===== src/rtl/tile_override_table_unit_macros.svh =====
// Assertion macros used by the tile override table engine RTL.
`ifndef TILE_OVERRIDE_TABLE_UNIT_MACROS_SVH
`define TILE_OVERRIDE_TABLE_UNIT_MACROS_SVH

// A condition that must hold at every clock edge outside reset.
`define TOT_ASSERT_ALWAYS(label, expr, msg) \
  label: assert property (@(posedge clk) disable iff (rst) (expr)) else $error(msg);

// A condition that must hold in the same cycle as its trigger.
`define TOT_ASSERT_SAME(label, ante, cons, msg) \
  label: assert property (@(posedge clk) disable iff (rst) (ante) |-> (cons)) else $error(msg);

// A condition that must hold in the cycle after its trigger.
`define TOT_ASSERT_NEXT(label, ante, cons, msg) \
  label: assert property (@(posedge clk) disable iff (rst) (ante) |=> (cons)) else $error(msg);

`endif


===== src/rtl/tot_pkg.sv =====
// Types and constants shared by the tile override table modules.
package tot_pkg;

  localparam int TABLE_ENTRIES   = 256;
  localparam int IDX_W           = $clog2(TABLE_ENTRIES);
  localparam int CNT_W           = $clog2(TABLE_ENTRIES + 1);
  localparam int KEY_W           = 14;
  localparam int VAL_W           = 14;
  localparam int IN_VALUE_W      = 16;
  localparam int POS_W           = 12;
  localparam int LAYER_W         = 2;
  localparam int RES_W           = 18;
  localparam int IN_TDATA_W      = 32;
  localparam int OUT_TDATA_W     = 32;
  localparam int CMD_QUEUE_DEPTH = 2;

  localparam logic [IN_VALUE_W-1:0] VALUE_LIMIT = 16'h4000;

  typedef enum logic [1:0] {
    MODE_INSERT = 2'd0,
    MODE_DELETE = 2'd1,
    MODE_LOOKUP = 2'd2,
    MODE_UNUSED = 2'd3
  } mode_t;

  typedef enum logic [1:0] {
    CMD_INSERT = 2'd0,
    CMD_DELETE = 2'd1,
    CMD_LOOKUP = 2'd2,
    CMD_NOP    = 2'd3
  } cmd_op_t;

  typedef struct packed {
    cmd_op_t               op;
    logic [KEY_W-1:0]      key;
    logic [IN_VALUE_W-1:0] value;
  } cmd_t;

  typedef struct packed {
    logic [KEY_W-1:0] key;
    logic [VAL_W-1:0] value;
  } entry_t;

endpackage


===== src/rtl/tot_cmd_fifo.sv =====
// Short command queue between the input stage and the table engine.
module tot_cmd_fifo
  import tot_pkg::*;
(
  input  logic clk,
  input  logic rst,
  input  logic push_valid,
  output logic push_ready,
  input  cmd_t push_cmd,
  output logic pop_valid,
  input  logic pop_ready,
  output cmd_t pop_cmd
);

  localparam int PTR_W = $clog2(CMD_QUEUE_DEPTH);
  localparam int QCNT_W = $clog2(CMD_QUEUE_DEPTH + 1);

  cmd_t              slots [CMD_QUEUE_DEPTH];
  logic [PTR_W-1:0]  wr_ptr;
  logic [PTR_W-1:0]  rd_ptr;
  logic [QCNT_W-1:0] fill;
  logic              push;
  logic              pop;

  assign push_ready = (fill != QCNT_W'(CMD_QUEUE_DEPTH));
  assign pop_valid  = (fill != '0);
  assign pop_cmd    = slots[rd_ptr];
  assign push       = push_valid && push_ready;
  assign pop        = pop_valid && pop_ready;

  always_ff @(posedge clk) begin
    if (push) begin
      slots[wr_ptr] <= push_cmd;
    end
  end

  always_ff @(posedge clk) begin
    if (rst) begin
      wr_ptr <= '0;
      rd_ptr <= '0;
      fill   <= '0;
    end else begin
      if (push) begin
        wr_ptr <= wr_ptr + PTR_W'(1);
      end
      if (pop) begin
        rd_ptr <= rd_ptr + PTR_W'(1);
      end
      if (push && !pop) begin
        fill <= fill + QCNT_W'(1);
      end else if (pop && !push) begin
        fill <= fill - QCNT_W'(1);
      end
    end
  end

endmodule


===== config.mk =====
export PLATFORM = sky130hd
export DESIGN_NAME = tot_cmd_fifo
export DESIGN_NICKNAME = d
export VERILOG_FILES = /design/src/rtl/tile_override_table_unit_macros.svh /design/src/rtl/tot_pkg.sv /design/src/rtl/tot_cmd_fifo.sv
export SDC_FILE = /design/constraint.sdc
export NUM_CORES = 1
export LEC_CHECK = 0
export ABC_AREA = 1
export BUFFER_PORTS_ARGS = -buffer_cell sky130_fd_sc_hd__buf_2
export CAP_MARGIN = 0
export CORE_UTILIZATION = 52
export CTS_CLUSTER_SIZE = 24
export DETAILED_ROUTE_END_ITERATION = 7
export GPL_TIMING_DRIVEN = 0
export PLACE_DENSITY = 0.79
export SLEW_MARGIN = 20
export SYNTH_ARGS = -nofsm -noshare
export SYNTH_HDL_FRONTEND = slang
export SYNTH_SLANG_ARGS = --single-unit

===== constraint.sdc =====
create_clock -name clk -period 3.5 [get_ports clk]
set_input_delay 0.875 -clock clk [delete_from_list [all_inputs] [get_ports clk]]
set_output_delay 0.875 -clock clk [all_outputs]
set_load 0.005 [all_outputs]

**Yosys cells after proc, flatten, opt, wreduce, memory -nomap -nowiden**

Memories as Yosys holds them, arrays and structs flattened. A register that Yosys moved wholly into a read port is not among the register bits.
Cells that the tools add are included.

- Bits of input ports: 36
- Memories kept: 1
- Bits in writable memories: 64
- Register bits: 4
- Word-level logic and storage cells: 23

Memories:

| name | words | bits a word | rd ports | clocked after memory_dff | write ports | RTL line | RTL |
|---|---|---|---|---|---|---|---|
| slots | 2 | 32 | 1 | 1 | 1 | tot_cmd_fifo.sv:18 | `cmd_t slots [CMD_QUEUE_DEPTH];` |

- Reduce and logical (&&, ||, !) cells: 8
- Multiplexer cells: 6
- Equal/unequal tests: 1
- Add/sub/neg operators: 4

Operator list:

| operator | count |
|---|---|
| $logic_and 1x1->1 | 4 |
| $mux 1 | 4 |
| $mux 2 | 2 |
| $reduce_bool 2->1 | 2 |
| $add 1x1->1 const B | 2 |
| $add 2x1->2 const B | 1 |
| $logic_not 1->1 | 2 |
| $ne 2x2->1 const B | 1 |
| $sub 2x1->2 const B | 1 |

**Logic depth before layout (Yosys ltp)**

Gate-level depths: netlist of run 1.

- Depth after elaboration: 6
- Mapped depth: 11
- Mapped depth without buffers: 11

**Least setup slack after synthesis of run 1**

Ideal clock, no wire load.

- Path type: input-to-reg
- From: input push_valid
- To: memory slots[0][0] (netlist bit), enable pin
- Data required time: 3.079 ns
- Arrival time: 2.319 ns
- Setup slack: 0.760 ns
- Path buffers: 0
- Library setup time: 0.421 ns
- Stages on the path: 2
- Path through: nand2_1 nor2_1

- Word-level cells in the longest chain between the ends: 3

Ends and longest elaborated chain:

| element | RTL line | RTL |
|---|---|---|
| from (decl) | tot_cmd_fifo.sv:7 | `input logic push_valid,` |
| $logic_and 1x1->1 | tot_cmd_fifo.sv:28 | `assign push = push_valid && push_ready;` |
| $mux 1 | tot_cmd_fifo.sv:32 | `if (push) begin` |
| $mux 1 (implied by the code) | tot_cmd_fifo.sv:33 | `slots[wr_ptr] <= push_cmd;` |
| to (decl) | tot_cmd_fifo.sv:18 |  |

Every way passes these cells.

==> results of run 1 <==
logic make-up after synthesis:
family,Yosys count,synth area share
DFF,69,0.747
muxes,32,0.175
and+or+nand+nor,19,0.0282
buffers and inverters,12,0.0375
AOI/OAI and AO/OA,4,0.00740
adders and majority gates,1,0.00462
per-layer routing:
layer / routed length [um] / track usage / share of wire
met1: 1710 / 0.178 / 0.42
met5: 0 / 0 / 0
met2: 2130 / 0.274 / 0.52
met3: 200 / 0.0569 / 0.049
met4: 65 / 0.0769 / 0.016
registers in the layout, summed over array words and instances, names as in the netlist, named ones only:
name    cells
rd_ptr      1
fill        2
slots      64
wr_ptr      1
worst min-delay path, cell delays in order, from the launching register on:
cell and delay [ns]:
dfxtp_1 0.34, a21oi_1 0.06, nor2_1 0.09
final timing paths:
kind                            startpoint           end  slack [ns]  depth (start not counted)
worst max register to register     fill[0]  slots[1][17]        1.80                          5
worst max-delay path             flip-flop    pop_cmd[1]        1.26                          4
worst min-delay path                rd_ptr     flip-flop        0.53                          2
worst min register to register      rd_ptr     flip-flop        0.53                          2
per-stage QoR:
| step | setup TNS (ns) | hold slack (ns) | cell area (um^2) |
|---|---|---|---|
| after CTS | 0 | 0.518 | 3350 |
| after detailed placement | 0 | 0.500 | 3200 |
| after global placement | -0.605 | 0.480 | 3130 |
| final | 0 | 0.529 | 3350 |
| after floorplan | 0 | 0.465 | 2710 |
| after global routing | 0 | 0.574 | 3350 |
final cells by class:
| type | count | area (um^2) | area share |
|---|---|---|---|
| buffer | 4 | 71.3 | 0.0213 |
| clock buffer | 11 | 131 | 0.0392 |
| clock inverter | 4 | 16.3 | 0.00485 |
| inverter | 8 | 30.0 | 0.00896 |
| multi-input combinational | 56 | 597 | 0.178 |
| sequential | 69 | 2020 | 0.603 |
| tap | 67 | 83.8 | 0.0250 |
| timing repair buffer | 71 | 400 | 0.119 |
power groups by stage:
| stage | Clock, mW | Combinational [mW] | Sequential (mW) |
|---|---|---|---|
| finish | 0.494 | 0.635 | 1.08 |
| global route | 0.543 | 0.689 | 1.09 |
| CTS | 0.507 | 0.644 | 1.08 |
| detailed placement | 0 | 0.643 | 1.10 |
| global placement | 0 | 0.592 | 1.10 |
| floorplan | 0 | 0.415 | 1.09 |
cells in the final DEF (no fill, tap or decap), drive strengths merged:
master   n
edfxtp  64
nand4    1
clkbuf  11
o21ai    2
ha       1
nand2    9
inv      8
buf     75
clkinv   4
nand3    2
nor2     7
mux2    32
dfxtp    5
a21oi    2
==> impl_metrics.env, run 1 <==
export IMPL_status="finished clean"
export IMPL_p_per_area_nw_per_um2=659
export IMPL_grt_pass1_wl_mm=6.24
export IMPL_hold_path_class="reg2reg"
export IMPL_fin_nets=256
export IMPL_cp_start_kind="flip-flop"
export IMPL_io_pin_count=70
export IMPL_root_buffer="clkbuf_8"
export IMPL_finClkSkew_ns=0.00432
export IMPL_drive_gt1_frac=0.534
export IMPL_setup_violations=0
export IMPL_yosysTopAreaCell="edfxtp_1"
export IMPL_cp_required_ns=2.62
export IMPL_synthDistinctLibCells=14
export IMPL_tightest_slew_ns=0.553
export IMPL_switchingPower_mw=0.567
export IMPL_detail_route_antenna_nets=0
export IMPL_io_buffers=69
export IMPL_worstSetupPathType="reg2out"
export IMPL_antennaDiodeCount=0
export IMPL_grt_pass1_vias=1463
export IMPL_cts_buffers=9
export IMPL_synth_edf_count=64
export IMPL_synthFlopType="edfxtp_1"
export IMPL_slew_headroom=0.630
export IMPL_synth_common_cells="edfxtp_1, mux2_4, nand2_1"
export IMPL_coreArea_um2=4850
export IMPL_maxCapViolations=0
export IMPL_rsz0062_at_grt="false"
export IMPL_arrival_ns=1.36
export IMPL_die_h_um=74.1
export IMPL_yosysSeqAreaShare=0.747
export IMPL_switching_share=0.257
export IMPL_dp_cells=275
export IMPL_overflow=0
export IMPL_syn_area_um2=2710
export IMPL_p_int_mw=1.64
export IMPL_fillers=330
export IMPL_worst_path_buf_inv=3
export IMPL_grt_total_usage=0.160
export IMPL_critPathMaxFanout=10
export IMPL_routed_wl_mm=4.11
export IMPL_ys_warn_count=0
export IMPL_clockBufferDepth=2
export IMPL_area_growth_syn_to_layout_pct=23.9
export IMPL_syn_num_nets=174
export IMPL_vdd_drop_max_v=0.000530
export IMPL_final_core_util=0.691
export IMPL_synth_seq_cells=69
export IMPL_clock_sinks=69
export IMPL_h_tree_depth=3
export IMPL_path_cells="buf_6 > buf_12 > mux2_4 > buf_2"
export IMPL_gp_congestion=0.694
export IMPL_fin_crit_sh=0.640
export IMPL_worst_slack_ns=1.26
export IMPL_wl_per_cell_um=14.2
export IMPL_max_freq_ghz=0.447
export IMPL_async_reset_ff_frac=0
export IMPL_fp_row_count=25
export IMPL_first_pass_iters=4
export IMPL_viasPerCell=4.83
export IMPL_hold_buffers=0
export IMPL_power_mw=2.21
export IMPL_post_cts_resized=0
export IMPL_dieArea_um2=5490
export IMPL_hpwlAfterDp_mm=2.88
export IMPL_post_route_min_period_ns=2.24
export IMPL_pwr_share_seq=0.489
export IMPL_drv_slew=0
export IMPL_cpMaxStageDelayCell="dfxtp_1"
export IMPL_synth_top_area_frac=0.710
export IMPL_cp_end_kind="output port"
export IMPL_path_clk_slew_ns=0.06
export IMPL_first_iter_violations=65
export IMPL_cts_tree="done"
export IMPL_drc_errors=0
export IMPL_clock_power_share=0.224
export IMPL_hold_viol_final=0
export IMPL_yosysMostFrequentCell="edfxtp_1"
export IMPL_antenna_found_initial=0
export IMPL_preCtsSetupSlack_ns=1.36
export IMPL_layoutNonFillerInstCount=290
export IMPL_grt_max_degree=24
export IMPL_synthCells=137
export IMPL_critPathTopFamily="buffers and inverters"
export IMPL_vias=1401
export IMPL_die_width_um=74.1
export IMPL_worst_skew_pair_late_latency_ns=0.32
export IMPL_combPwrFrac=0.287
export IMPL_leakage_nw=1.36
export IMPL_slowest_delay_ns=0.32
export IMPL_avgSynthCellArea_um2=19.7
export IMPL_yosys_top_cells_area="edfxtp_1, mux2_4, dfxtp_1"
export IMPL_post_cts_setup_buffers=0
export IMPL_start_util=0.558
Note: power is estimated with default switching activity, not from simulation.
==> run 2, diff against run 1 <==
Settings changed: CORE_UTILIZATION 52 to 47, PLACE_DENSITY 0.79 to 0.75.
Clock period 3.5 ns to 2 ns, I/O delays scaled along.
==> run 2 against run 1 <==
Critical path type unchanged. Clock-buffer cell count did not move. Global-route usage fell by 0.60 points. Power rose by 75%. Via count fell by 0.79%. Sequential power rose by 75%. Clock skew fell by 0.00093 ns. Cell count rose by 1.7%. Clock power rose by 76%. Setup slack got worse by 1.1 ns. Routed wire length rose by 1.4%.
==> impl_metrics.env, run 2 (synthesis gave the netlist of run 1 again) <==
export IMPL_root_buffer="clkbuf_8"
export IMPL_cp_required_ns=1.50
export IMPL_routed_top_layer="met4"
export IMPL_path_cells="buf_6 > buf_12 > mux2_4 > buf_2"
export IMPL_cts_buffers=9
export IMPL_worst_path_buf_inv=3
export IMPL_largestRegisters="slots x64, fill x2"
export IMPL_hold_viol_final=0
export IMPL_antenna_found_initial=0
export IMPL_drc_errors=0
export IMPL_grt_max_degree=24
export IMPL_fillers=430
export IMPL_hold_path_class="in2reg"
export IMPL_routed_wl_met2_mm=2.19
export IMPL_status="finished clean"
export IMPL_wl_per_cell_um=14.1
export IMPL_antennaDiodeCount=0
export IMPL_die_width_um=77.9
export IMPL_grt_pass1_wl_mm=6.58
export IMPL_worst_skew_pair_late_latency_ns=0.33
export IMPL_io_pin_count=70
export IMPL_coreArea_um2=5540
export IMPL_grt_pass1_vias=1428
export IMPL_finClkSkew_ns=0.00339
export IMPL_dp_cells=280
export IMPL_critPathTopFamily="buffers and inverters"
export IMPL_top_register="slots"
export IMPL_worst_slack_ns=0.124
export IMPL_post_cts_setup_buffers=0
export IMPL_fp_row_count=27
export IMPL_holdWs_ns=0.358
export IMPL_vias=1390
export IMPL_slowest_delay_ns=0.32
export IMPL_start_util=0.488
export IMPL_die_h_um=77.9
export IMPL_gp_congestion=0.682
export IMPL_path_clk_slew_ns=0.06
export IMPL_clockBufferDepth=2
export IMPL_grt_total_usage=0.154
export IMPL_viasPerCell=4.71
export IMPL_post_cts_resized=0
export IMPL_detail_route_antenna_nets=0
export IMPL_clock_sinks=69
export IMPL_slew_headroom=0.632
export IMPL_critPathMaxFanout=10
export IMPL_rsz0062_at_grt="false"
export IMPL_arrival_ns=1.38
export IMPL_preCtsSetupSlack_ns=0.217
export IMPL_setup_violations=0
export IMPL_hold_buffers=0
export IMPL_drt_met1_wl_mm=1.69
export IMPL_final_common_cell="buf_2"
export IMPL_layoutNonFillerInstCount=295
export IMPL_drive_gt1_frac=0.534
export IMPL_hpwlAfterDp_mm=2.94
export IMPL_routed_wl_mm=4.17
export IMPL_cts_tree="done"
export IMPL_wl_met3_um=198
export IMPL_power_mw=3.87
export IMPL_dieArea_um2=6060
export IMPL_cp_end_kind="output port"
export IMPL_overflow=0
export IMPL_first_iter_violations=76
export IMPL_fin_nets=256
export IMPL_area_growth_syn_to_layout_pct=24.1
export IMPL_tightest_slew_ns=0.550
export IMPL_cp_start_kind="flip-flop"
export IMPL_final_core_util=0.606
export IMPL_fin_crit_sh=0.938
export IMPL_leakage_nw=1.36
export IMPL_mostFrequentLayoutCells="buf_2, edfxtp_1, mux2_4, nand2_1, clkbuf_8"
export IMPL_max_freq_ghz=0.533
export IMPL_first_pass_iters=4
export IMPL_drv_slew=0
export IMPL_h_tree_depth=3
export IMPL_post_route_min_period_ns=1.88
export IMPL_p_per_area_nw_per_um2=1150
export IMPL_vdd_drop_max_v=0.000739
export IMPL_cpMaxStageDelayCell="dfxtp_1"
export IMPL_worstSetupPathType="reg2out"
export IMPL_maxCapViolations=0
export IMPL_largest_reg_flops=64
export IMPL_io_buffers=69
-- run 2: final cells by class --
class	count	area [um^2]	area share
Clock inverter	4	16.3	0.00484
Multi-Input combinational cell	56	597	0.178
Buffer	4	71.3	0.0212
Inverter	8	30.0	0.00894
Timing Repair Buffer	71	400	0.119
Tap cell	72	90.1	0.0268
Clock buffer	11	131	0.0391
Sequential cell	69	2020	0.602
-- run 2: worst reg2reg max path, stage by stage, from the launching register on --
cell	delay, ns
dfxtp_1	0.33
inv_1	0.08
nand2_1	0.09
nand2_1	0.16
nor2_4	0.48
buf_16	0.23
-- run 2: per-stage QoR --
| step | area, um^2 | TNS (ns) |
|---|---|---|
| 2_1_floorplan | 2710 | -23.37 |
| 3_3_place_gp | 3140 | -75.90 |
| 3_5_place_dp | 3210 | 0 |
| 4_1_cts | 3360 | 0 |
| 5_1_grt | 3360 | 0 |
| 6_report | 3360 | 0 |
-- run 2: power breakdown --
group          switching [mW]  internal, mW  total, mW
registers              0.0618          1.83       1.89
clock network           0.441         0.428      0.869
logic                   0.493         0.617       1.11
-- run 2: path summary, 6_finish.rpt --
path,from,end,slack [ns],depth (start not counted)
min,push_cmd[24],slots[1][24],0.36,1
max,flip-flop,pop_cmd[19],0.12,4
min reg2reg,rd_ptr,rd_ptr,0.52,2
max reg2reg,fill[0],slots[1][12],0.33,5
-- run 2: routing by layer --
| layer | vias to the layer above | global-route usage |
|---|---|---|
| met4 | 0 | 0.102 |
| met2 | 42 | 0.264 |
| met3 | 9 | 0.0435 |
| met5 | - | 0 |
| met1 | 664 | 0.165 |
| li1 | 675 | - |
